==> src/rtl/brip_pkg.sv <==
package brip_pkg;

   localparam int COUNT_WIDTH = 16;
   localparam int DIV_STEPS = 64;
   localparam int DIV_CNT_WIDTH = $clog2(DIV_STEPS + 1);

   localparam logic [5:0] MIN_RADIX = 6'd2;
   localparam logic [5:0] MAX_RADIX = 6'd36;
   localparam logic [5:0] RESET_RADIX = 6'd10;
   localparam logic [6:0] RESET_MAX_DIGITS = 7'd3;
   localparam logic [6:0] DIGITS_SAT = 7'd127;
   localparam logic [6:0] DIGIT_NONE = 7'd64;

   // Register indexes on the configuration port.
   localparam logic [2:0] CSR_RADIX = 3'd0;
   localparam logic [2:0] CSR_SIGNED_MODE = 3'd1;
   localparam logic [2:0] CSR_MAX_VALUE = 3'd2;
   localparam logic [2:0] CSR_MIN_VALUE = 3'd3;
   localparam logic [2:0] CSR_LIMIT_ENABLE = 3'd4;
   localparam logic [2:0] CSR_MAX_DIGITS = 3'd5;

   localparam logic [7:0] CHAR_ZERO = 8'h30;
   localparam logic [7:0] CHAR_NINE = 8'h39;
   localparam logic [7:0] CHAR_UPPER_A = 8'h41;
   localparam logic [7:0] CHAR_UPPER_Z = 8'h5A;
   localparam logic [7:0] CHAR_LOWER_A = 8'h61;
   localparam logic [7:0] CHAR_LOWER_Z = 8'h7A;
   localparam logic [7:0] CHAR_MINUS = 8'h2D;
   localparam logic [7:0] CHAR_PLUS = 8'h2B;
   localparam logic [7:0] LETTER_BASE = 8'd10;

   typedef struct packed {
      logic [5:0]  radix;       // already clamped to the legal range
      logic        signed_mode;
      logic [63:0] max_value;
      logic [63:0] neg_bound;   // magnitude of min_value
      logic        limit_en;
      logic [6:0]  max_digits;
   } cfg_type;

   typedef struct packed {
      logic [63:0] quot;
      logic [5:0]  rem;
   } bound_type;

   typedef struct packed {
      logic [63:0]            value;
      logic                   ok;
      logic [COUNT_WIDTH-1:0] count;
   } rsp_type;

   function automatic logic [6:0] char_digit(input logic [7:0] c);
      logic [6:0] d;
      d = DIGIT_NONE;
      if (c >= CHAR_ZERO && c <= CHAR_NINE) begin
         d = 7'(c - CHAR_ZERO);
      end else if (c >= CHAR_UPPER_A && c <= CHAR_UPPER_Z) begin
         d = 7'(c - CHAR_UPPER_A + LETTER_BASE);
      end else if (c >= CHAR_LOWER_A && c <= CHAR_LOWER_Z) begin
         d = 7'(c - CHAR_LOWER_A + LETTER_BASE);
      end
      return d;
   endfunction

endpackage

==> src/rtl/brip_csr.sv <==
module brip_csr import brip_pkg::*; (
   input  logic        clock,
   input  logic        reset,
   input  logic        csr_we,
   input  logic [2:0]  csr_index,
   input  logic [63:0] csr_wdata,
   output cfg_type     cfg,
   output logic        cfg_dirty
);

   logic [5:0]  radix_ff;
   logic        signed_mode_ff;
   logic [63:0] max_value_ff;
   logic [63:0] min_value_ff;
   logic        limit_en_ff;
   logic [6:0]  max_digits_ff;
   logic        dirty_ff;

   always_ff @(posedge clock) begin
      if (reset) begin
         radix_ff       <= RESET_RADIX;
         signed_mode_ff <= 1'b0;
         max_value_ff   <= '1;
         min_value_ff   <= {1'b1, 63'd0};
         limit_en_ff    <= 1'b0;
         max_digits_ff  <= RESET_MAX_DIGITS;
         dirty_ff       <= 1'b1;
      end else begin
         dirty_ff <= csr_we;
         if (csr_we) begin
            case (csr_index)
               CSR_RADIX:        radix_ff       <= csr_wdata[5:0];
               CSR_SIGNED_MODE:  signed_mode_ff <= csr_wdata[0];
               CSR_MAX_VALUE:    max_value_ff   <= csr_wdata;
               CSR_MIN_VALUE:    min_value_ff   <= csr_wdata;
               CSR_LIMIT_ENABLE: limit_en_ff    <= csr_wdata[0];
               CSR_MAX_DIGITS:   max_digits_ff  <= csr_wdata[6:0];
               default: ;
            endcase
         end
      end
   end

   always_comb begin
      cfg.radix = radix_ff;
      if (radix_ff < MIN_RADIX) begin
         cfg.radix = MIN_RADIX;
      end else if (radix_ff > MAX_RADIX) begin
         cfg.radix = MAX_RADIX;
      end
      cfg.signed_mode = signed_mode_ff;
      cfg.max_value   = max_value_ff;
      cfg.neg_bound   = 64'(64'd0 - min_value_ff);
      cfg.limit_en    = limit_en_ff;
      cfg.max_digits  = max_digits_ff;
   end

   // The bound dividers restart the cycle after any write or reset.
   assign cfg_dirty = dirty_ff;

endmodule

==> src/rtl/brip_div.sv <==
module brip_div import brip_pkg::*; (
   input  logic        clock,
   input  logic        reset,
   input  logic        start,
   input  logic [63:0] dividend,
   input  logic [5:0]  divisor,
   output logic        busy,
   output bound_type   result
);

   logic [63:0]              work_ff;
   logic [5:0]               rem_ff;
   logic [DIV_CNT_WIDTH-1:0] cnt_ff;
   logic [6:0]               trial;
   logic                     fits;

   // Restoring division, one quotient bit a cycle; work_ff shifts the
   // dividend out and the quotient in.
   assign trial = {rem_ff, work_ff[63]};
   assign fits  = trial >= {1'b0, divisor};

   always_ff @(posedge clock) begin
      if (reset) begin
         cnt_ff <= '0;
      end else if (start) begin
         cnt_ff <= DIV_CNT_WIDTH'(DIV_STEPS);
      end else if (cnt_ff != '0) begin
         cnt_ff <= cnt_ff - 1'b1;
      end
   end

   always_ff @(posedge clock) begin
      if (start) begin
         work_ff <= dividend;
         rem_ff  <= '0;
      end else if (cnt_ff != '0) begin
         work_ff <= {work_ff[62:0], fits};
         rem_ff  <= fits ? 6'(trial - {1'b0, divisor}) : trial[5:0];
      end
   end

   assign busy        = cnt_ff != '0;
   assign result.quot = work_ff;
   assign result.rem  = rem_ff;

endmodule

==> src/rtl/brip_core.sv <==
module brip_core import brip_pkg::*; (
   input  logic       clock,
   input  logic       reset,
   input  logic       proc_en,
   input  logic [7:0] char_code,
   input  logic       start_flag,
   input  cfg_type    cfg,
   input  bound_type  pos_bound,
   input  bound_type  neg_bound,
   output logic       emit,
   output rsp_type    rsp
);

   logic [63:0]            acc_ff, acc_in;
   logic [6:0]             digits_ff, digits_in;
   logic [COUNT_WIDTH-1:0] chars_ff, chars_in;
   logic                   open_ff, open_in;
   logic                   neg_ff, neg_in;

   logic [63:0]            acc_cur;
   logic [6:0]             digits_cur, digits_inc;
   logic [COUNT_WIDTH-1:0] chars_cur, chars_inc;
   logic                   open_cur, neg_cur;
   logic                   sign_char, finish;
   logic [6:0]             dgt;
   logic                   dgt_valid;
   bound_type              bnd;
   logic [69:0]            prod;
   logic [63:0]            acc_next;

   always_comb begin
      // A start word discards whatever number was open.
      acc_cur    = start_flag ? '0 : acc_ff;
      digits_cur = start_flag ? '0 : digits_ff;
      chars_cur  = start_flag ? '0 : chars_ff;
      neg_cur    = start_flag ? 1'b0 : neg_ff;
      open_cur   = start_flag | open_ff;

      sign_char = start_flag && cfg.signed_mode &&
                  (char_code == CHAR_MINUS || char_code == CHAR_PLUS);
      dgt       = char_digit(char_code);
      dgt_valid = dgt < {1'b0, cfg.radix};
      bnd       = neg_cur ? neg_bound : pos_bound;
      prod      = acc_cur * cfg.radix;
      acc_next  = prod[63:0] + 64'(dgt[5:0]);

      digits_inc = (digits_cur == DIGITS_SAT) ? digits_cur : digits_cur + 1'b1;
      chars_inc  = (chars_cur == '1) ? chars_cur : chars_cur + 1'b1;

      acc_in    = acc_cur;
      digits_in = digits_cur;
      chars_in  = chars_cur;
      neg_in    = neg_cur;
      finish    = 1'b0;

      if (sign_char) begin
         neg_in   = char_code == CHAR_MINUS;
         chars_in = COUNT_WIDTH'(1);
         finish   = cfg.limit_en && cfg.max_digits == '0;
      end else if (open_cur) begin
         if (cfg.limit_en && digits_cur >= cfg.max_digits) begin
            finish = 1'b1;
         end else if (!dgt_valid) begin
            finish = 1'b1;
         end else if (acc_cur < bnd.quot) begin
            acc_in    = acc_next;
            digits_in = digits_inc;
            chars_in  = chars_inc;
            finish    = cfg.limit_en && digits_inc >= cfg.max_digits;
         end else begin
            // At the quotient a digit up to the remainder still fits, and
            // then nothing more can.
            if (acc_cur == bnd.quot && dgt <= {1'b0, bnd.rem}) begin
               acc_in    = acc_next;
               digits_in = digits_inc;
               chars_in  = chars_inc;
            end
            finish = 1'b1;
         end
      end

      open_in = open_cur && !finish;

      rsp.ok    = digits_in != '0;
      rsp.value = rsp.ok ? (neg_in ? 64'(64'd0 - acc_in) : acc_in) : '0;
      rsp.count = chars_in;
   end

   always_ff @(posedge clock) begin
      if (reset) begin
         acc_ff    <= '0;
         digits_ff <= '0;
         chars_ff  <= '0;
         open_ff   <= 1'b0;
         neg_ff    <= 1'b0;
      end else if (proc_en) begin
         acc_ff    <= acc_in;
         digits_ff <= digits_in;
         chars_ff  <= chars_in;
         open_ff   <= open_in;
         neg_ff    <= neg_in;
      end
   end

   assign emit = proc_en && finish;

endmodule

==> src/rtl/bounded_radix_integer_parser.sv <==
// A word accepted into the input register is parsed from there; a word that ends a
// number has its result written into the result register that drives rsp_valid.
// Throughput: one character per cycle while results are taken and the bounds are
// not being recomputed; a result that waits holds the parse step, and req_ready
// drops once the input register is full. After reset and after every configuration
// write, req_ready is low while two shift-subtract dividers work out the positive
// and negative bound quotient and remainder. Reset is synchronous and active high.
module bounded_radix_integer_parser import brip_pkg::*; (
   input  logic                   clock,
   input  logic                   reset,
   input  logic                   req_valid,
   output logic                   req_ready,
   input  logic [7:0]             req_char_code,
   input  logic                   req_start_flag,
   output logic                   rsp_valid,
   input  logic                   rsp_ready,
   output logic [63:0]            rsp_value,
   output logic                   rsp_ok,
   output logic [COUNT_WIDTH-1:0] rsp_consumed_count,
   input  logic                   csr_we,
   input  logic [2:0]             csr_index,
   input  logic [63:0]            csr_wdata
);

   cfg_type   cfg;
   logic      cfg_dirty;
   logic      pos_busy, neg_busy, busy;
   bound_type pos_bound, neg_bound;

   logic       s1_valid_ff, s1_valid_in;
   logic [7:0] s1_char_ff;
   logic       s1_start_ff;
   logic       out_free, proc_en, req_accept, emit;
   rsp_type    rsp_comb;
   logic       rsp_valid_ff, rsp_valid_in;
   rsp_type    rsp_ff;

   brip_csr u_csr (
      .clock     (clock),
      .reset     (reset),
      .csr_we    (csr_we),
      .csr_index (csr_index),
      .csr_wdata (csr_wdata),
      .cfg       (cfg),
      .cfg_dirty (cfg_dirty)
   );

   brip_div u_div_pos (
      .clock    (clock),
      .reset    (reset),
      .start    (cfg_dirty),
      .dividend (cfg.max_value),
      .divisor  (cfg.radix),
      .busy     (pos_busy),
      .result   (pos_bound)
   );

   brip_div u_div_neg (
      .clock    (clock),
      .reset    (reset),
      .start    (cfg_dirty),
      .dividend (cfg.neg_bound),
      .divisor  (cfg.radix),
      .busy     (neg_busy),
      .result   (neg_bound)
   );

   assign busy     = cfg_dirty | pos_busy | neg_busy;
   assign out_free = !rsp_valid_ff || rsp_ready;
   assign proc_en  = s1_valid_ff && !busy && out_free;

   assign req_ready  = !busy && (!s1_valid_ff || proc_en);
   assign req_accept = req_valid && req_ready;

   brip_core u_core (
      .clock      (clock),
      .reset      (reset),
      .proc_en    (proc_en),
      .char_code  (s1_char_ff),
      .start_flag (s1_start_ff),
      .cfg        (cfg),
      .pos_bound  (pos_bound),
      .neg_bound  (neg_bound),
      .emit       (emit),
      .rsp        (rsp_comb)
   );

   always_comb begin
      s1_valid_in = s1_valid_ff;
      if (req_accept) begin
         s1_valid_in = 1'b1;
      end else if (proc_en) begin
         s1_valid_in = 1'b0;
      end

      rsp_valid_in = rsp_valid_ff;
      if (emit) begin
         rsp_valid_in = 1'b1;
      end else if (rsp_ready) begin
         rsp_valid_in = 1'b0;
      end
   end

   always_ff @(posedge clock) begin
      if (reset) begin
         s1_valid_ff  <= 1'b0;
         rsp_valid_ff <= 1'b0;
      end else begin
         s1_valid_ff  <= s1_valid_in;
         rsp_valid_ff <= rsp_valid_in;
      end
   end

   always_ff @(posedge clock) begin
      if (req_accept) begin
         s1_char_ff  <= req_char_code;
         s1_start_ff <= req_start_flag;
      end
      if (emit) begin
         rsp_ff <= rsp_comb;
      end
   end

   assign rsp_valid          = rsp_valid_ff;
   assign rsp_value          = rsp_ff.value;
   assign rsp_ok             = rsp_ff.ok;
   assign rsp_consumed_count = rsp_ff.count;

endmodule

==> config.mk <==
export PLATFORM = sky130hd
export DESIGN_NAME = bounded_radix_integer_parser
export DESIGN_NICKNAME = d
export VERILOG_FILES = /design/src/rtl/brip_pkg.sv /design/src/rtl/brip_csr.sv /design/src/rtl/brip_div.sv /design/src/rtl/brip_core.sv /design/src/rtl/bounded_radix_integer_parser.sv
export SDC_FILE = /design/constraint.sdc
export NUM_CORES = 2
export LEC_CHECK = 0
export BUFFER_PORTS_ARGS = -buffer_cell sky130_fd_sc_hd__buf_2
export CAP_MARGIN = 0
export CORE_UTILIZATION = 60
export CTS_CLUSTER_DIAMETER = 120
export DETAILED_ROUTE_END_ITERATION = 7
export PLACE_DENSITY = 0.89
export SLEW_MARGIN = 30
export SYNTH_ARGS = -nofsm -noshare
export SYNTH_HDL_FRONTEND = slang
export SYNTH_SLANG_ARGS = --single-unit
==> constraint.sdc <==
create_clock -name clock -period 28.9 [get_ports clock]
set_input_delay 4.335 -clock clock [delete_from_list [all_inputs] [get_ports clock]]
set_output_delay 4.335 -clock clock [all_outputs]
set_load 0.02 [all_outputs]
==> summary.txt <==
Mapped cell area = 0.03771 mm^2
# port buffers = 163
Maximum fanout along the worst path = 31
Class of the worst hold path = flop to flop
Core Area = 0.06194 mm^2
Final period utilization = 0.3307
Initial drt markers = 3524
Avg WL per Cell = 21.17 um
Fin area = 0.04091 mm^2
Number of synthesized flops with an enable pin = 218
Register area = 0.01178 mm^2
Routed Antenna Nets = 0
Rows = 91
Gr ovfl total = 0
Fin. Hold Viols = 0
First-pass GRT wire length = 172900 um
Num CTS Buffers = 51
Initial antenna violation count = 4
Synth Flop Type = dfxtp_1
ANT cells = 0
Critical path class = flop to flop
DR vias/cell = 6.308
Sink Count = 479
CP startpoint kind = flop
Final net count = 4869
DRC errors left = 0
Synth warnings = 0
Clock Skew = 0.02562 ns
Worst Setup End Kind = flop
RSZ-0062 raised after global routing = no
Status = finished clean
Critical path data arrival time = 9.93 ns
Most instantiated cells after synthesis = nor2_1 (666), nand2_1 (642), a21oi_1 (306)
Synthesized Nets = 4831
Synth top area cells = edfxtp_1 (17%), dfxtp_1 (14%), fa_1 (13%)
Pint = 1223 uW
Mapped Cells = 4265
Sequential share of power = 0.472
Placed cell area = 0.03914 mm^2
RePlAce Congestion = 1.032
Maxcap violations = 0
GR Util All Layers = 0.3428
Initial DRT Pass Iterations = 8
Filler instances = 4768
Post-CTS setup repair buffer count = 0
Vias = 32690
Share of the synthesized area in the top cell type = 0.1736
Post-Syn Area per Cell = 8.841 um^2
DP Wirelength = 79770 um
Cell Pwr Density = 40.25 mW/mm^2
Worst-path clk slew = 0.07 ns
Final Critical Period = 9.558 ns
Cts hold-fix bufs = 0
Area Overhead vs Synth = 8.488%
I/O Pins = 164
Final setup violation count = 0
Chip height = 252.7 um
LEAKAGE = 0.01800 uW
TritonCTS clock tree = done
Combinational Power Share = 0.109
Largest net degree at the start of global routing = 91
Max-slew headroom = 0.3126
Area of the multi-input gates = 0.02448 mm^2
Clock share of power = 0.419
Count leader, synth = nor2_1
Synth cell types = 95
CTS HTree Levels = 2
Slew Limit Fails = 0
Synth Register Bits = 479
Seq/Total Area, Yosys = 0.3122
Net Sw Power = 423.9 uW
Fmax = 104.6 MHz
Root buf cell = clkbuf_16
DRT Wirelength = 109700 um
Initial Util = 0.6088
TNS Setup = 0 ns
Max IR drop VDD = 0.05308 mV
Share of post-route cells with drive strength above 1 = 0.1107
Area leader, netlist = edfxtp_1
Util after Layout = 0.6604
Vias in the first global route = 32260
Chip Width = 252.7 um
Worst EP required = 29.27 ns
Tightest Pin Transition = 1.024 ns
Sw Ratio = 0.2574
Fraction of registers with async set/reset = 0
Post-CTS sizing = 0
Clock Path Buffers = 3
DIE AREA = 0.06385 mm^2
Worst-Skew Late Latency = 0.63 ns
kinds of logic (layout without fill, tap and decap cells):
group	Yosys count	in the layout	synth area share
adders and majority gates	485	485	0.2091
buffers and inverters	401	482	0.04062
AOI/OAI and AO/OA	715	715	0.1184
xor gates and xnor gates	198	198	0.04599
and+or+nand+nor	1762	1762	0.2097
muxes	225	225	0.06391
DFF	479	479	0.3122
per-stage QoR:
step / hold WS [ns] / total power, uW / std cells / setup slack [ns]
global route: 0.4678 / 1694 / 5183 / 18.90
floorplan: 0.4317 / 913.9 / 4265 / 17.81
global placement: 0.4366 / 953.7 / 5087 / 19.52
finish: 0.4565 / 1647 / 5183 / 19.34
detailed placement: 0.4466 / 964.3 / 5087 / 19.49
CTS: 0.4561 / 1645 / 5183 / 19.48
power groups by stage:
| stage | logic (uW) | registers (uW) | clock network (uW) |
|---|---|---|---|
| floorplan | 132 | 782 | 0 |
| global placement | 166 | 788 | 0 |
| detailed placement | 173 | 791 | 0 |
| CTS | 176 | 777 | 692 |
| global route | 194 | 782 | 718 |
| finish | 179 | 778 | 690 |
registers in the layout (all words and copies together), names as in the netlist, 8 cells and up:
signal	flops
rsp_value	64
u_core.acc_ff	64
u_csr.max_value_ff	64
u_csr.min_value_ff	64
u_div_neg.work_ff	64
u_div_pos.work_ff	64
rsp_consumed_count	16
u_core.chars_ff	16
s1_char_ff	8
layout make-up:
| class | instances | area share |
|---|---|---|
| multi-input combinational | 3385 | 0.5985 |
| clock buffer | 70 | 0.03573 |
| inverter | 178 | 0.01633 |
| timing repair buffer | 208 | 0.02863 |
| clock inverter | 26 | 0.007310 |
| tap | 837 | 0.02560 |
| sequential | 479 | 0.2879 |
layout by cell type, fill, tap and decap left out, drive strengths merged, types with 73 or more instances in the layout:
cell type,Yosys,final
nand2,643,643
o21ai,107,107
xnor2,125,125
mux2,126,126
inv,176,179
buf,46,208
dfxtp,261,261
edfxtp,218,218
nor2,667,667
fa,242,242
xor2,73,73
mux2i,99,99
a21oi,306,306
ha,243,243
critical path, cell delays in order, from the launching register on:
cell and delay [ns]:
dfxtp_1 0.46, nor2b_1 0.53, clkinv_1 0.95, buf_4 0.63, nor2_1 0.17, ha_1 0.16
inv_1 0.05, fa_1 0.49, inv_1 0.06, fa_1 0.54, inv_1 0.06, fa_1 0.54
inv_1 0.05, ha_1 0.35, nand2_1 0.07, o31ai_1 0.53, nand4_1 0.26, a21oi_1 0.41
o21ai_0 0.28, and2_1 0.32, a21oi_1 0.23, xnor2_1 0.16, nand2_1 0.12, o311ai_1 0.56
and4_1 0.68, nand3_1 0.16, mux2i_1 0.16, a311o_1 0.33
final timing paths:
path / startpoint / to / slack, ns / cells past startpoint
min: u_core.acc_ff[55] / u_core.acc_ff[55] / 0.46 / 2
max reg2reg: u_csr.radix_ff[5] / rsp_value[62] / 19.34 / 27
max: u_csr.radix_ff[5] / rsp_value[62] / 19.34 / 27
min reg2reg: u_core.acc_ff[55] / u_core.acc_ff[55] / 0.46 / 2
routing by layer:
metal	vias to the layer above	global-route usage	wire length [um]
met5	-	0	63
met4	6	0.1396	4311
met3	319	0.09022	12860
met2	1880	0.5447	50000
met1	15700	0.4435	42480
li1	14790	-	-
Power figures use the tool's default switching activity.
